$ cat src/rtl/hill_cipher_2x2_mod97_decrypt_defines.svh
// Assertion shorthands shared by the RTL. Every check is sampled on the
// rising edge of clock and is switched off while reset is high.
`ifndef HILL_CIPHER_2X2_MOD97_DECRYPT_DEFINES_SVH
`define HILL_CIPHER_2X2_MOD97_DECRYPT_DEFINES_SVH

// Condition holds at every edge.
`define HCD_ASSERT_ALWAYS(label, cond, msg) \
   label: assert property (@(posedge clock) disable iff (reset) (cond)) else $error(msg);

// Consequent holds at the same edge as the antecedent.
`define HCD_ASSERT_IMPLY(label, ante, cons, msg) \
   label: assert property (@(posedge clock) disable iff (reset) (ante) |-> (cons)) \
      else $error(msg);

// Consequent holds at the edge after the antecedent.
`define HCD_ASSERT_NEXT(label, ante, cons, msg) \
   label: assert property (@(posedge clock) disable iff (reset) (ante) |=> (cons)) \
      else $error(msg);

`endif

$ cat src/rtl/hcd_pkg.sv
package hcd_pkg;

   localparam int ALPHA_SIZE  = 97;
   localparam int SYM_W       = 7;
   localparam int CODE_W      = 8;
   localparam int PROD_W      = 14;
   localparam int ACC_W       = 16;
   localparam int RECIP_W     = 10;
   localparam int RECIP_SHIFT = 16;
   // floor(2^16 / 97): quotient estimate is at most one short for any 16-bit value
   localparam int RECIP_ALPHA = (1 << RECIP_SHIFT) / ALPHA_SIZE;
   // keeps the determinant sum positive before reduction
   localparam int DET_BIAS    = ALPHA_SIZE * ALPHA_SIZE;

   localparam int CSR_INDEX_W    = 2;
   localparam int KEY_COUNT      = 4;
   localparam int KEYGEN_LATENCY = 5;
   localparam int DEF_MID_DEPTH  = 2;
   localparam int DEF_OUT_DEPTH  = 4;

   typedef logic [SYM_W-1:0]  sym_type;
   typedef logic [CODE_W-1:0] code_type;
   typedef logic [PROD_W-1:0] prod_type;
   typedef logic [ACC_W-1:0]  acc_type;

   localparam code_type CODE_SPACE           = 8'd32;
   localparam code_type CODE_NEWLINE         = 8'd10;
   localparam code_type CODE_TAB             = 8'd9;
   localparam code_type CODE_FIRST_PRINTABLE = 8'd33;
   localparam code_type CODE_LAST_PRINTABLE  = 8'd126;

   localparam sym_type SYM_SPACE           = 7'd0;
   localparam sym_type SYM_NEWLINE         = 7'd1;
   localparam sym_type SYM_TAB             = 7'd2;
   localparam sym_type SYM_FIRST_PRINTABLE = 7'd3;

   localparam code_type PRINTABLE_OFFSET =
      CODE_FIRST_PRINTABLE - code_type'(SYM_FIRST_PRINTABLE);

   typedef enum logic [2:0] {
      STATUS_OK         = 3'd0,
      STATUS_BAD_CIPHER = 3'd1,
      STATUS_BAD_KEY    = 3'd2,
      STATUS_SINGULAR   = 3'd3,
      STATUS_STOPPED    = 3'd4
   } status_type;

   typedef enum logic [CSR_INDEX_W-1:0] {
      CSR_KEY_SYMBOL_0 = 2'd0,
      CSR_KEY_SYMBOL_1 = 2'd1,
      CSR_KEY_SYMBOL_2 = 2'd2,
      CSR_KEY_SYMBOL_3 = 2'd3
   } csr_index_type;

   typedef struct packed {
      code_type cipher_first;
      code_type cipher_second;
   } req_type;

   typedef struct packed {
      code_type   plain_first;
      code_type   plain_second;
      status_type status;
   } rsp_type;

   typedef struct packed {
      logic    valid;
      sym_type sym;
   } sym_lookup_type;

   typedef struct packed {
      status_type status;
      sym_type    first;
      sym_type    second;
   } front_item_type;

   typedef struct packed {
      logic       busy;
      status_type status;
      sym_type    m00;
      sym_type    m01;
      sym_type    m10;
      sym_type    m11;
   } key_info_type;

   typedef logic [ALPHA_SIZE-1:0][SYM_W-1:0] inv_table_type;

   function automatic inv_table_type build_inv_table();
      inv_table_type t;
      t = '0;
      for (int v = 1; v < ALPHA_SIZE; v++) begin
         for (int i = 1; i < ALPHA_SIZE; i++) begin
            if ((v * i) % ALPHA_SIZE == 1) begin
               t[v] = SYM_W'(i);
            end
         end
      end
      return t;
   endfunction

   localparam inv_table_type INV_TABLE = build_inv_table();

   // reciprocal multiply, then one correcting subtract
   function automatic sym_type mod_alpha(acc_type x);
      logic [ACC_W+RECIP_W-1:0] prod;
      logic [RECIP_W-1:0]       quot;
      acc_type                  rem;
      prod = (ACC_W+RECIP_W)'(x) * (ACC_W+RECIP_W)'(RECIP_ALPHA);
      quot = prod[ACC_W+RECIP_W-1 -: RECIP_W];
      rem  = x - (ACC_W'(quot) * ACC_W'(ALPHA_SIZE));
      if (rem >= ACC_W'(ALPHA_SIZE)) begin
         rem = rem - ACC_W'(ALPHA_SIZE);
      end
      return rem[SYM_W-1:0];
   endfunction

   function automatic sym_lookup_type to_symbol(code_type code);
      sym_lookup_type r;
      r.valid = 1'b1;
      r.sym   = SYM_SPACE;
      if (code == CODE_SPACE) begin
         r.sym = SYM_SPACE;
      end else if (code == CODE_NEWLINE) begin
         r.sym = SYM_NEWLINE;
      end else if (code == CODE_TAB) begin
         r.sym = SYM_TAB;
      end else if (code >= CODE_FIRST_PRINTABLE && code <= CODE_LAST_PRINTABLE) begin
         r.sym = SYM_W'(code - PRINTABLE_OFFSET);
      end else begin
         r.valid = 1'b0;
      end
      return r;
   endfunction

   function automatic code_type to_code(sym_type sym);
      code_type c;
      if (sym == SYM_SPACE) begin
         c = CODE_SPACE;
      end else if (sym == SYM_NEWLINE) begin
         c = CODE_NEWLINE;
      end else if (sym == SYM_TAB) begin
         c = CODE_TAB;
      end else begin
         c = code_type'(sym) + PRINTABLE_OFFSET;
      end
      return c;
   endfunction

   function automatic sym_type neg_alpha(sym_type sym);
      return (sym == '0) ? '0 : (SYM_W'(ALPHA_SIZE) - sym);
   endfunction

endpackage

$ cat src/rtl/hill_cipher_2x2_mod97_decrypt.sv
// 2x2 Hill cipher decryption over a 97-symbol alphabet (space, newline, tab,
// codes 33 to 126).
// Configuration: write the four key characters through csr_write, csr_index
// and csr_data while no transaction is outstanding. Each write restarts a
// five-stage key derivation (inverse matrix modulo 97); req_full stays high
// after the last write until the derivation is through.
// Input: a transaction is taken at a clock edge with req_push high and
// req_full low; req_data carries one ciphertext character pair.
// Output: rsp_data shows the oldest result while rsp_empty is low; rsp_pop
// takes it. Exactly one result per input transaction, in order.
// A pair passes the middle queue and both pipeline stages into the result
// queue. Throughput: one pair per cycle when not stalled, set by the two-stage
// multiply and reduce pipeline with a result queue of four or more entries.
// Errors (bad key symbol, singular key, bad cipher symbol) give a result with
// zero characters and a nonzero status; the block then answers every further
// transaction with the stopped status until reset.
// Reset: synchronous; clears the key to zero, the stop flag and both queues,
// and holds req_full high while the reset key is derived.
// Stall: when rsp_pop stays low the result queue fills, the back end stops
// draining the middle queue and req_full rises; nothing is dropped.
`include "hill_cipher_2x2_mod97_decrypt_defines.svh"

module hill_cipher_2x2_mod97_decrypt
   import hcd_pkg::*;
#(
   parameter int MID_DEPTH = DEF_MID_DEPTH,
   parameter int OUT_DEPTH = DEF_OUT_DEPTH
) (
   input  logic                   clock,
   input  logic                   reset,
   input  logic                   req_push,
   output logic                   req_full,
   input  req_type                req_data,
   output logic                   rsp_empty,
   input  logic                   rsp_pop,
   output rsp_type                rsp_data,
   input  logic                   csr_write,
   input  logic [CSR_INDEX_W-1:0] csr_index,
   input  code_type               csr_data
);

   localparam int MID_W = $bits(front_item_type);
   localparam int OUT_W = $bits(rsp_type);

   key_info_type                   key_info;
   logic                           stopped;
   logic                           mid_push, mid_full, mid_pop, mid_empty;
   front_item_type                 mid_in_item, mid_out_item;
   logic [MID_W-1:0]               mid_out_bits;
   logic                           out_push, out_full;
   rsp_type                        out_item;
   logic [OUT_W-1:0]               out_pop_bits;
   logic [$clog2(OUT_DEPTH+1)-1:0] out_count;

   // Derive the decryption matrix from the key registers
   hcd_keygen u_keygen (
      .clock     (clock),
      .reset     (reset),
      .csr_write (csr_write),
      .csr_index (csr_index),
      .csr_data  (csr_data),
      .key_info  (key_info)
   );

   // Accept and classify; hold the sticky stop flag
   hcd_front u_front (
      .clock    (clock),
      .reset    (reset),
      .req_push (req_push),
      .req_data (req_data),
      .req_full (req_full),
      .mid_full (mid_full),
      .key_info (key_info),
      .mid_push (mid_push),
      .mid_item (mid_in_item),
      .stopped  (stopped)
   );

   // Decouple classification from the arithmetic
   hcd_fifo #(
      .DEPTH (MID_DEPTH),
      .WIDTH (MID_W)
   ) u_mid_fifo (
      .clock     (clock),
      .reset     (reset),
      .push      (mid_push),
      .push_data (MID_W'(mid_in_item)),
      .full      (mid_full),
      .pop       (mid_pop),
      .pop_data  (mid_out_bits),
      .empty     (mid_empty),
      .count     ()
   );

   assign mid_out_item = front_item_type'(mid_out_bits);

   // Multiply, reduce and map back to character codes
   hcd_back #(
      .OUT_DEPTH (OUT_DEPTH)
   ) u_back (
      .clock     (clock),
      .reset     (reset),
      .mid_item  (mid_out_item),
      .mid_empty (mid_empty),
      .mid_pop   (mid_pop),
      .key_info  (key_info),
      .out_count (out_count),
      .out_push  (out_push),
      .out_item  (out_item)
   );

   // Result queue: parts the receiver from the pipeline
   hcd_fifo #(
      .DEPTH (OUT_DEPTH),
      .WIDTH (OUT_W)
   ) u_out_fifo (
      .clock     (clock),
      .reset     (reset),
      .push      (out_push),
      .push_data (OUT_W'(out_item)),
      .full      (out_full),
      .pop       (rsp_pop),
      .pop_data  (out_pop_bits),
      .empty     (rsp_empty),
      .count     (out_count)
   );

   assign rsp_data = rsp_type'(out_pop_bits);

   `HCD_ASSERT_ALWAYS(a_out_no_overflow, !(out_push && out_full), "result queue overrun")
   `HCD_ASSERT_NEXT(a_stop_sticky, stopped, stopped, "stop flag dropped without reset")
   `HCD_ASSERT_IMPLY(a_err_zero_chars, !rsp_empty && rsp_data.status != STATUS_OK, rsp_data.plain_first == '0 && rsp_data.plain_second == '0, "error result carries characters")
   `HCD_ASSERT_IMPLY(a_no_accept_busy, mid_push, !key_info.busy, "transaction taken during key derivation")

endmodule

$ cat src/rtl/hcd_fifo.sv
`include "hill_cipher_2x2_mod97_decrypt_defines.svh"

module hcd_fifo
   import hcd_pkg::*;
#(
   parameter int DEPTH = DEF_MID_DEPTH,
   parameter int WIDTH = $bits(front_item_type)
) (
   input  logic                         clock,
   input  logic                         reset,
   input  logic                         push,
   input  logic [WIDTH-1:0]             push_data,
   output logic                         full,
   input  logic                         pop,
   output logic [WIDTH-1:0]             pop_data,
   output logic                         empty,
   output logic [$clog2(DEPTH+1)-1:0]   count
);

   localparam int PTR_W = $clog2(DEPTH);
   localparam int CNT_W = $clog2(DEPTH + 1);

   logic [WIDTH-1:0] mem_ff [DEPTH];
   logic [PTR_W-1:0] wr_ptr_ff, wr_ptr_in;
   logic [PTR_W-1:0] rd_ptr_ff, rd_ptr_in;
   logic [CNT_W-1:0] count_ff, count_in;
   logic             do_push, do_pop;

   assign full     = (count_ff == CNT_W'(DEPTH));
   assign empty    = (count_ff == '0);
   assign count    = count_ff;
   assign pop_data = mem_ff[rd_ptr_ff];
   assign do_push  = push && !full;
   assign do_pop   = pop && !empty;

   always_comb begin
      wr_ptr_in = wr_ptr_ff;
      rd_ptr_in = rd_ptr_ff;
      count_in  = count_ff;
      if (do_push) begin
         wr_ptr_in = (wr_ptr_ff == PTR_W'(DEPTH - 1)) ? '0 : wr_ptr_ff + 1'b1;
      end
      if (do_pop) begin
         rd_ptr_in = (rd_ptr_ff == PTR_W'(DEPTH - 1)) ? '0 : rd_ptr_ff + 1'b1;
      end
      if (do_push && !do_pop) begin
         count_in = count_ff + 1'b1;
      end else if (do_pop && !do_push) begin
         count_in = count_ff - 1'b1;
      end
   end

   always_ff @(posedge clock) begin
      if (reset) begin
         wr_ptr_ff <= '0;
         rd_ptr_ff <= '0;
         count_ff  <= '0;
      end else begin
         wr_ptr_ff <= wr_ptr_in;
         rd_ptr_ff <= rd_ptr_in;
         count_ff  <= count_in;
      end
   end

   always_ff @(posedge clock) begin
      if (do_push) begin
         mem_ff[wr_ptr_ff] <= push_data;
      end
   end

   `HCD_ASSERT_ALWAYS(a_count_range, count_ff <= CNT_W'(DEPTH), "queue count beyond depth")
   `HCD_ASSERT_IMPLY(a_no_push_full, push, !full, "queue written while full")
   `HCD_ASSERT_NEXT(a_push_fills, push && !full && !pop, !empty, "queue empty after a write")

endmodule

$ cat src/rtl/hcd_keygen.sv
module hcd_keygen
   import hcd_pkg::*;
(
   input  logic                   clock,
   input  logic                   reset,
   input  logic                   csr_write,
   input  logic [CSR_INDEX_W-1:0] csr_index,
   input  code_type               csr_data,
   output key_info_type           key_info
);

   localparam int BUSY_W = $clog2(KEYGEN_LATENCY + 1);

   code_type          key_ff [KEY_COUNT];
   code_type          key_in [KEY_COUNT];
   logic [BUSY_W-1:0] busy_ff, busy_in;

   sym_lookup_type    look [KEY_COUNT];

   logic       k1_bad_ff, k1_bad_in;
   sym_type    k1_a_ff, k1_b_ff, k1_c_ff, k1_d_ff;
   prod_type   k1_ad_ff, k1_ad_in, k1_bc_ff, k1_bc_in;

   logic       k2_bad_ff;
   sym_type    k2_a_ff, k2_b_ff, k2_c_ff, k2_d_ff;
   sym_type    k2_det_ff, k2_det_in;

   logic       k3_bad_ff, k3_singular_ff, k3_singular_in;
   sym_type    k3_inv_ff, k3_inv_in;
   sym_type    k3_a_ff, k3_d_ff, k3_nb_ff, k3_nb_in, k3_nc_ff, k3_nc_in;

   status_type k4_status_ff, k4_status_in;
   prod_type   k4_p00_ff, k4_p01_ff, k4_p10_ff, k4_p11_ff;
   prod_type   k4_p00_in, k4_p01_in, k4_p10_in, k4_p11_in;

   status_type k5_status_ff;
   sym_type    k5_m00_ff, k5_m01_ff, k5_m10_ff, k5_m11_ff;
   sym_type    k5_m00_in, k5_m01_in, k5_m10_in, k5_m11_in;

   // Register file and derivation countdown
   always_comb begin
      key_in = key_ff;
      if (csr_write) begin
         case (csr_index_type'(csr_index))
            CSR_KEY_SYMBOL_0: key_in[0] = csr_data;
            CSR_KEY_SYMBOL_1: key_in[1] = csr_data;
            CSR_KEY_SYMBOL_2: key_in[2] = csr_data;
            CSR_KEY_SYMBOL_3: key_in[3] = csr_data;
            default: key_in = key_ff;
         endcase
      end
      if (csr_write) begin
         busy_in = BUSY_W'(KEYGEN_LATENCY);
      end else if (busy_ff != '0) begin
         busy_in = busy_ff - 1'b1;
      end else begin
         busy_in = busy_ff;
      end
   end

   always_ff @(posedge clock) begin
      if (reset) begin
         for (int i = 0; i < KEY_COUNT; i++) begin
            key_ff[i] <= '0;
         end
         busy_ff <= BUSY_W'(KEYGEN_LATENCY);
      end else begin
         key_ff  <= key_in;
         busy_ff <= busy_in;
      end
   end

   // Stage 1: symbols and cross products
   always_comb begin
      for (int i = 0; i < KEY_COUNT; i++) begin
         look[i] = to_symbol(key_ff[i]);
      end
      k1_bad_in = !(look[0].valid && look[1].valid && look[2].valid && look[3].valid);
      k1_ad_in  = PROD_W'(look[0].sym) * PROD_W'(look[3].sym);
      k1_bc_in  = PROD_W'(look[1].sym) * PROD_W'(look[2].sym);
   end

   // Stage 2: determinant
   assign k2_det_in = mod_alpha(ACC_W'(k1_ad_ff) + ACC_W'(DET_BIAS) - ACC_W'(k1_bc_ff));

   // Stage 3: inverse determinant and negated off-diagonal terms
   always_comb begin
      k3_inv_in      = INV_TABLE[k2_det_ff];
      k3_singular_in = (k2_det_ff == '0);
      k3_nb_in       = neg_alpha(k2_b_ff);
      k3_nc_in       = neg_alpha(k2_c_ff);
   end

   // Stage 4: scale the adjugate
   always_comb begin
      if (k3_bad_ff) begin
         k4_status_in = STATUS_BAD_KEY;
      end else if (k3_singular_ff) begin
         k4_status_in = STATUS_SINGULAR;
      end else begin
         k4_status_in = STATUS_OK;
      end
      k4_p00_in = PROD_W'(k3_inv_ff) * PROD_W'(k3_d_ff);
      k4_p01_in = PROD_W'(k3_inv_ff) * PROD_W'(k3_nb_ff);
      k4_p10_in = PROD_W'(k3_inv_ff) * PROD_W'(k3_nc_ff);
      k4_p11_in = PROD_W'(k3_inv_ff) * PROD_W'(k3_a_ff);
   end

   // Stage 5: reduce
   always_comb begin
      k5_m00_in = mod_alpha(ACC_W'(k4_p00_ff));
      k5_m01_in = mod_alpha(ACC_W'(k4_p01_ff));
      k5_m10_in = mod_alpha(ACC_W'(k4_p10_ff));
      k5_m11_in = mod_alpha(ACC_W'(k4_p11_ff));
   end

   always_ff @(posedge clock) begin
      k1_bad_ff      <= k1_bad_in;
      k1_a_ff        <= look[0].sym;
      k1_b_ff        <= look[1].sym;
      k1_c_ff        <= look[2].sym;
      k1_d_ff        <= look[3].sym;
      k1_ad_ff       <= k1_ad_in;
      k1_bc_ff       <= k1_bc_in;

      k2_bad_ff      <= k1_bad_ff;
      k2_a_ff        <= k1_a_ff;
      k2_b_ff        <= k1_b_ff;
      k2_c_ff        <= k1_c_ff;
      k2_d_ff        <= k1_d_ff;
      k2_det_ff      <= k2_det_in;

      k3_bad_ff      <= k2_bad_ff;
      k3_singular_ff <= k3_singular_in;
      k3_inv_ff      <= k3_inv_in;
      k3_a_ff        <= k2_a_ff;
      k3_d_ff        <= k2_d_ff;
      k3_nb_ff       <= k3_nb_in;
      k3_nc_ff       <= k3_nc_in;

      k4_status_ff   <= k4_status_in;
      k4_p00_ff      <= k4_p00_in;
      k4_p01_ff      <= k4_p01_in;
      k4_p10_ff      <= k4_p10_in;
      k4_p11_ff      <= k4_p11_in;

      k5_status_ff   <= k4_status_ff;
      k5_m00_ff      <= k5_m00_in;
      k5_m01_ff      <= k5_m01_in;
      k5_m10_ff      <= k5_m10_in;
      k5_m11_ff      <= k5_m11_in;
   end

   always_comb begin
      key_info.busy   = (busy_ff != '0);
      key_info.status = k5_status_ff;
      key_info.m00    = k5_m00_ff;
      key_info.m01    = k5_m01_ff;
      key_info.m10    = k5_m10_ff;
      key_info.m11    = k5_m11_ff;
   end

endmodule

$ cat src/rtl/hcd_front.sv
module hcd_front
   import hcd_pkg::*;
(
   input  logic           clock,
   input  logic           reset,
   input  logic           req_push,
   input  req_type        req_data,
   output logic           req_full,
   input  logic           mid_full,
   input  key_info_type   key_info,
   output logic           mid_push,
   output front_item_type mid_item,
   output logic           stopped
);

   sym_lookup_type first, second;
   status_type     status;
   logic           stopped_ff, stopped_in;

   assign req_full = mid_full || key_info.busy;
   assign mid_push = req_push && !req_full;
   assign stopped  = stopped_ff;

   // Check order: earlier stop, key symbols, determinant, cipher symbols
   always_comb begin
      first  = to_symbol(req_data.cipher_first);
      second = to_symbol(req_data.cipher_second);
      if (stopped_ff) begin
         status = STATUS_STOPPED;
      end else if (key_info.status != STATUS_OK) begin
         status = key_info.status;
      end else if (!first.valid || !second.valid) begin
         status = STATUS_BAD_CIPHER;
      end else begin
         status = STATUS_OK;
      end
      mid_item.status = status;
      mid_item.first  = first.sym;
      mid_item.second = second.sym;
      stopped_in      = stopped_ff || (mid_push && status != STATUS_OK);
   end

   always_ff @(posedge clock) begin
      if (reset) begin
         stopped_ff <= 1'b0;
      end else begin
         stopped_ff <= stopped_in;
      end
   end

endmodule

$ cat src/rtl/hcd_back.sv
module hcd_back
   import hcd_pkg::*;
#(
   parameter int OUT_DEPTH = DEF_OUT_DEPTH
) (
   input  logic                             clock,
   input  logic                             reset,
   input  front_item_type                   mid_item,
   input  logic                             mid_empty,
   output logic                             mid_pop,
   input  key_info_type                     key_info,
   input  logic [$clog2(OUT_DEPTH+1)-1:0]   out_count,
   output logic                             out_push,
   output rsp_type                          out_item
);

   localparam int CNT_W = $clog2(OUT_DEPTH + 1);

   logic [CNT_W:0] committed;

   logic       b1_valid_ff, b2_valid_ff;
   status_type b1_status_ff;
   prod_type   b1_p00_ff, b1_p01_ff, b1_p10_ff, b1_p11_ff;
   prod_type   b1_p00_in, b1_p01_in, b1_p10_in, b1_p11_in;
   sym_type    s0, s1;
   rsp_type    b2_item_ff, b2_item_in;

   // Take a transaction only when the result queue has room for it and all in flight
   always_comb begin
      committed = (CNT_W+1)'(out_count) + (CNT_W+1)'(b1_valid_ff) + (CNT_W+1)'(b2_valid_ff);
      mid_pop   = !mid_empty && (committed < (CNT_W+1)'(OUT_DEPTH));
   end

   // Stage 1: matrix products
   always_comb begin
      b1_p00_in = PROD_W'(key_info.m00) * PROD_W'(mid_item.first);
      b1_p01_in = PROD_W'(key_info.m01) * PROD_W'(mid_item.second);
      b1_p10_in = PROD_W'(key_info.m10) * PROD_W'(mid_item.first);
      b1_p11_in = PROD_W'(key_info.m11) * PROD_W'(mid_item.second);
   end

   // Stage 2: row sums, reduce, map back to codes
   always_comb begin
      s0 = mod_alpha(ACC_W'(b1_p00_ff) + ACC_W'(b1_p01_ff));
      s1 = mod_alpha(ACC_W'(b1_p10_ff) + ACC_W'(b1_p11_ff));
      b2_item_in.status = b1_status_ff;
      if (b1_status_ff == STATUS_OK) begin
         b2_item_in.plain_first  = to_code(s0);
         b2_item_in.plain_second = to_code(s1);
      end else begin
         b2_item_in.plain_first  = '0;
         b2_item_in.plain_second = '0;
      end
   end

   always_ff @(posedge clock) begin
      if (reset) begin
         b1_valid_ff <= 1'b0;
         b2_valid_ff <= 1'b0;
      end else begin
         b1_valid_ff <= mid_pop;
         b2_valid_ff <= b1_valid_ff;
      end
   end

   always_ff @(posedge clock) begin
      b1_status_ff <= mid_item.status;
      b1_p00_ff    <= b1_p00_in;
      b1_p01_ff    <= b1_p01_in;
      b1_p10_ff    <= b1_p10_in;
      b1_p11_ff    <= b1_p11_in;
      b2_item_ff   <= b2_item_in;
   end

   assign out_push = b2_valid_ff;
   assign out_item = b2_item_ff;

endmodule

$ cat config.mk
export PLATFORM = sky130hd
export DESIGN_NAME = hill_cipher_2x2_mod97_decrypt
export DESIGN_NICKNAME = d
export VERILOG_FILES = /design/src/rtl/hcd_pkg.sv /design/src/rtl/hill_cipher_2x2_mod97_decrypt.sv /design/src/rtl/hcd_fifo.sv /design/src/rtl/hcd_keygen.sv /design/src/rtl/hcd_front.sv /design/src/rtl/hcd_back.sv
export VERILOG_INCLUDE_DIRS = /design/src /design/src/rtl
export SDC_FILE = /design/constraint.sdc
export NUM_CORES = 2
export LEC_CHECK = 0
export BUFFER_PORTS_ARGS = -buffer_cell sky130_fd_sc_hd__clkbuf_2
export CAP_MARGIN = 20
export CORE_MARGIN = 2
export CORE_UTILIZATION = 50
export CTS_CLUSTER_SIZE = 8
export DETAILED_ROUTE_END_ITERATION = 7
export HOLD_SLACK_MARGIN = 0.06
export PLACE_DENSITY = 0.65
export SLEW_MARGIN = 20
export SYNTH_ARGS = -nofsm -noshare
export SYNTH_HDL_FRONTEND = slang
export SYNTH_SLANG_ARGS = --single-unit
$ cat constraint.sdc
create_clock -name clock -period 17.9 [get_ports clock]
set_input_delay 2.685 -clock clock [delete_from_list [all_inputs] [get_ports clock]]
set_output_delay 2.685 -clock clock [all_outputs]
set_load 0.02 [all_outputs]
==> impl_metrics.csv <==
group,metric,value,unit
synth,syn_inst,6207,
critical_path,worstRegToRegCells,44,
critical_path,r2r-end,"u_back.out_item[16]$_SDFF_PP0_",
run_status,status,"complete, no violations",
clock_tree,cts_buffers,71,
clock_tree,cts_max_level,3,
floorplan,die_y,345,microns
floorplan,core_area,115000,sq um
timing,period_share,64.9,%
global_route,grt_pass1_vias,41200,
synth,synth_top_area_share,27.2,%
critical_path,slowest_delay,0.68,ns
synth,syn-num-nets,8018,
timing,slew_viol_final,0,
floorplan,num_rows,124,
placement,post-place-ws,6.38,ns
timing,period_needed,11.62,ns
critical_path,worstSetupPathType,"register to register",
route,vias_per_cell,5.19,
critical_path,start_kind,"register",
synth,synth_edf_count,110,
placement,port_buffers,51,
critical_path,cpMostUsedCell,"ha_1",
timing,fmax,86.0,MHz
worst_hold_path,holdPathEnd,"u_keygen.k2_a_ff[2]$_DFF_P_",
synth,ys_top_cells_by_area,"ha_1 (27%), fa_1 (18%), dfxtp_1 (12%), inv_1 (7.9%), edfxtp_1 (5.7%)",
synth,ys_ff_latch,458,
global_route,grt_overflow,0,
global_route,grt_max_degree,56,
clock_tree,post-cts-setup-buffer-count,0,
critical_path,r2r_slack,6.28,ns
route,ant_nets,0,
route,finalWirelength,112000,microns
critical_path,worst_path_max_delay_cell,"xnor2_1",
layout,final_common_cell,"ha_1",
critical_path,required,18.42,ns
timing,setup_ws,6.28,ns
synth,synth_flop_cell,"dfxtp_1",
timing,hold_ws,0.307,ns
timing,setup_violations,0,
timing,skew,0.0461,ns
layout,nFillCells,10500,
synth,ys_seq_area_share,17.7,%
layout,synthToLayoutAreaGrowth,6.95,%
flow_run,maxCapViolations,0,
timing,rsz0062_at_grt,"false",
synth,netlist_area,58000,sq um
layout,layout_common_cells,"ha_1 (1,263), inv_1 (1,221), fa_1 (517)",
route,drt_iter0_drc,1569,
route,firstDrtPassIters,5,
critical_path,r2r_start,"u_back.b1_p01_ff[1]$_DFF_P_",
route,drc_errors,0,
timing,slew_headroom,32.6,%
route,avgRoutedWirePerCell,14.4,microns
global_route,grt_pass1_wl,195000,microns
layout,stdcell_count,7803,
floorplan,die_w,345,microns
worst_hold_path,hold_depth,0,
clock_tree,clk_latency,0.64,ns
clock_tree,cts_root_buffer,"clkbuf_16",
critical_path,cp_max_fo,9,
placement,place_congestion,0.867,
timing,finalHoldViolCount,0,
synth,synth_cell_type_count,95,
synth,yosysWarnings,0,
timing,tightest_slew,1.01,ns
placement,hpwl,93800,microns
clock_tree,cts_sinks,458,
clock_tree,cts_tree,"yes",
critical_path,cp-end-kind,"register",
synth,yosys.area.top_type,"ha_1",
global_route,grt.total_usage,19.7,%
clock_tree,cts_resized,0,
clock_tree,clk_path_buf_depth,3,
synth,async_reset_ff_share,0,%
critical_path,worstPathArrival,12.15,ns
global_route,antenna_found_initial,13,
timing,fin_tns_setup,0,ns
synth,post_synth.cell_area_avg,9.35,sq um
layout,nets,8060,
clock_tree,hold_buffers,0,
route,via_count,40500,
clock_tree,clkTransAtPathRegs,0.06,ns
placement,dp_cells,7688,
worst_hold_path,min-delay-start,"u_keygen.k1_a_ff[2]$_DFF_P_",
floorplan,start_util,50.6,%
layout,drive_above_1_share,4.06,%
worst_hold_path,min_path_type,"register to register",
floorplan,boundaryPins,52,
floorplan,die_area,119000,sq um
[cell usage after synthesis (10+ instances only)]
master	n
a211oi_1	22
a21o_1	57
a21oi_1	231
a31oi_1	26
and2_1	226
and3_1	21
clkbuf_1	91
dfxtp_1	348
edfxtp_1	110
fa_1	517
ha_1	1263
inv_1	1221
mux2_2	22
mux2i_1	59
mux4_2	21
nand2_1	407
nand2b_1	50
nand3_1	76
nand3b_1	11
nand4_1	15
nor2_1	305
nor2b_1	63
nor3_1	73
nor3b_1	15
nor4_1	31
o211ai_1	20
o21a_1	55
o21ai_0	148
o21bai_1	52
o22ai_1	11
o31a_1	11
o31ai_1	16
or2_2	24
or3_1	28
or4_1	10
xnor2_1	262
xor2_1	119
[layout make-up]
type | count | area, sq um | share of cell area (%)
clock buffers | 96 | 1910 | 3.08
flip-flops and latches | 458 | 10300 | 16.5
diodes | 5 | 12.5 | 0.0202
clock inverters | 14 | 204 | 0.329
well taps | 1512 | 1890 | 3.05
repair buffers | 69 | 390 | 0.629
inverters | 1222 | 4590 | 7.39
multi-input cells | 4427 | 42800 | 69.0
[flip-flops by register name, indices dropped and copies added (netlist names), 14 cells and up, named ones only]
name and flops:
u_back.b1_p00_ff 14, u_back.b1_p01_ff 14, u_keygen.k4_p01_ff 14, u_back.out_item 19, u_keygen.k4_p10_ff 14, u_keygen.k4_p11_ff 14, u_keygen.key_ff 32, u_back.b1_p11_ff 14
u_out_fifo.mem_ff 76, u_back.b1_p10_ff 14, u_keygen.k1_bc_ff 14, u_keygen.k1_ad_ff 14, u_keygen.k4_p00_ff 14, u_mid_fifo.mem_ff 34
[cell families after synthesis]
family	after synthesis	share of synthesized area, %
compound gates	772	8.71
fa+ha+maj	1780	45.1
mux	104	2.31
xor+xnor	382	5.78
buf+inv	1322	8.55
simple gates	1389	11.9
flops	458	17.7
[critical path: cells and delay by family (launching register included)]
kind | cells | cell delay [ns]
AOI/OAI and AO/OA | 20 | 4.72
xor gates and xnor gates | 3 | 1.04
adders and majority gates | 11 | 3.89
buffers and inverters | 4 | 0.37
DFF | 1 | 0.31
muxes | 1 | 0.36
and+or+nand+nor | 5 | 0.81
[per-stage QoR]
step                area [sq um]  utilization, %
detailed placement         59900            52.2
global route               62100            54.1
finish                     62100            54.1
CTS                        62100            54.1
global placement           59900            52.2
floorplan                  58000               -
[worst max-delay path by stage]
stage                                 from                              to  cells after the start  slack [ns]
3_3_place_gp   u_back.b1_p11_ff[1]$_DFF_P_   u_back.out_item[6]$_SDFF_PP0_                     44        6.53
5_1_grt        u_back.b1_p11_ff[1]$_DFF_P_   u_back.out_item[6]$_SDFF_PP0_                     42        5.46
6_report       u_back.b1_p01_ff[1]$_DFF_P_  u_back.out_item[16]$_SDFF_PP0_                     44        6.28
2_1_floorplan  u_back.b1_p01_ff[1]$_DFF_P_  u_back.out_item[16]$_SDFF_PP0_                     47        7.68
3_5_place_dp   u_back.b1_p01_ff[1]$_DFF_P_  u_back.out_item[16]$_SDFF_PP0_                     44        6.38
4_1_cts        u_back.b1_p01_ff[1]$_DFF_P_  u_back.out_item[16]$_SDFF_PP0_                     44        6.26
[routing by layer]
metal | up-vias | GRT usage (%) | wire length [microns]
li1 | 20500 | - | -
met1 | 19400 | 25.8 | 51700
met2 | 493 | 34.6 | 54400
met3 | 121 | 2.74 | 4020
met4 | 8 | 4.00 | 1790
met5 | - | 0 | 49
Power is not shown: default switching activity piles up to over one toggle a cycle in this logic, so the estimate is an artifact.
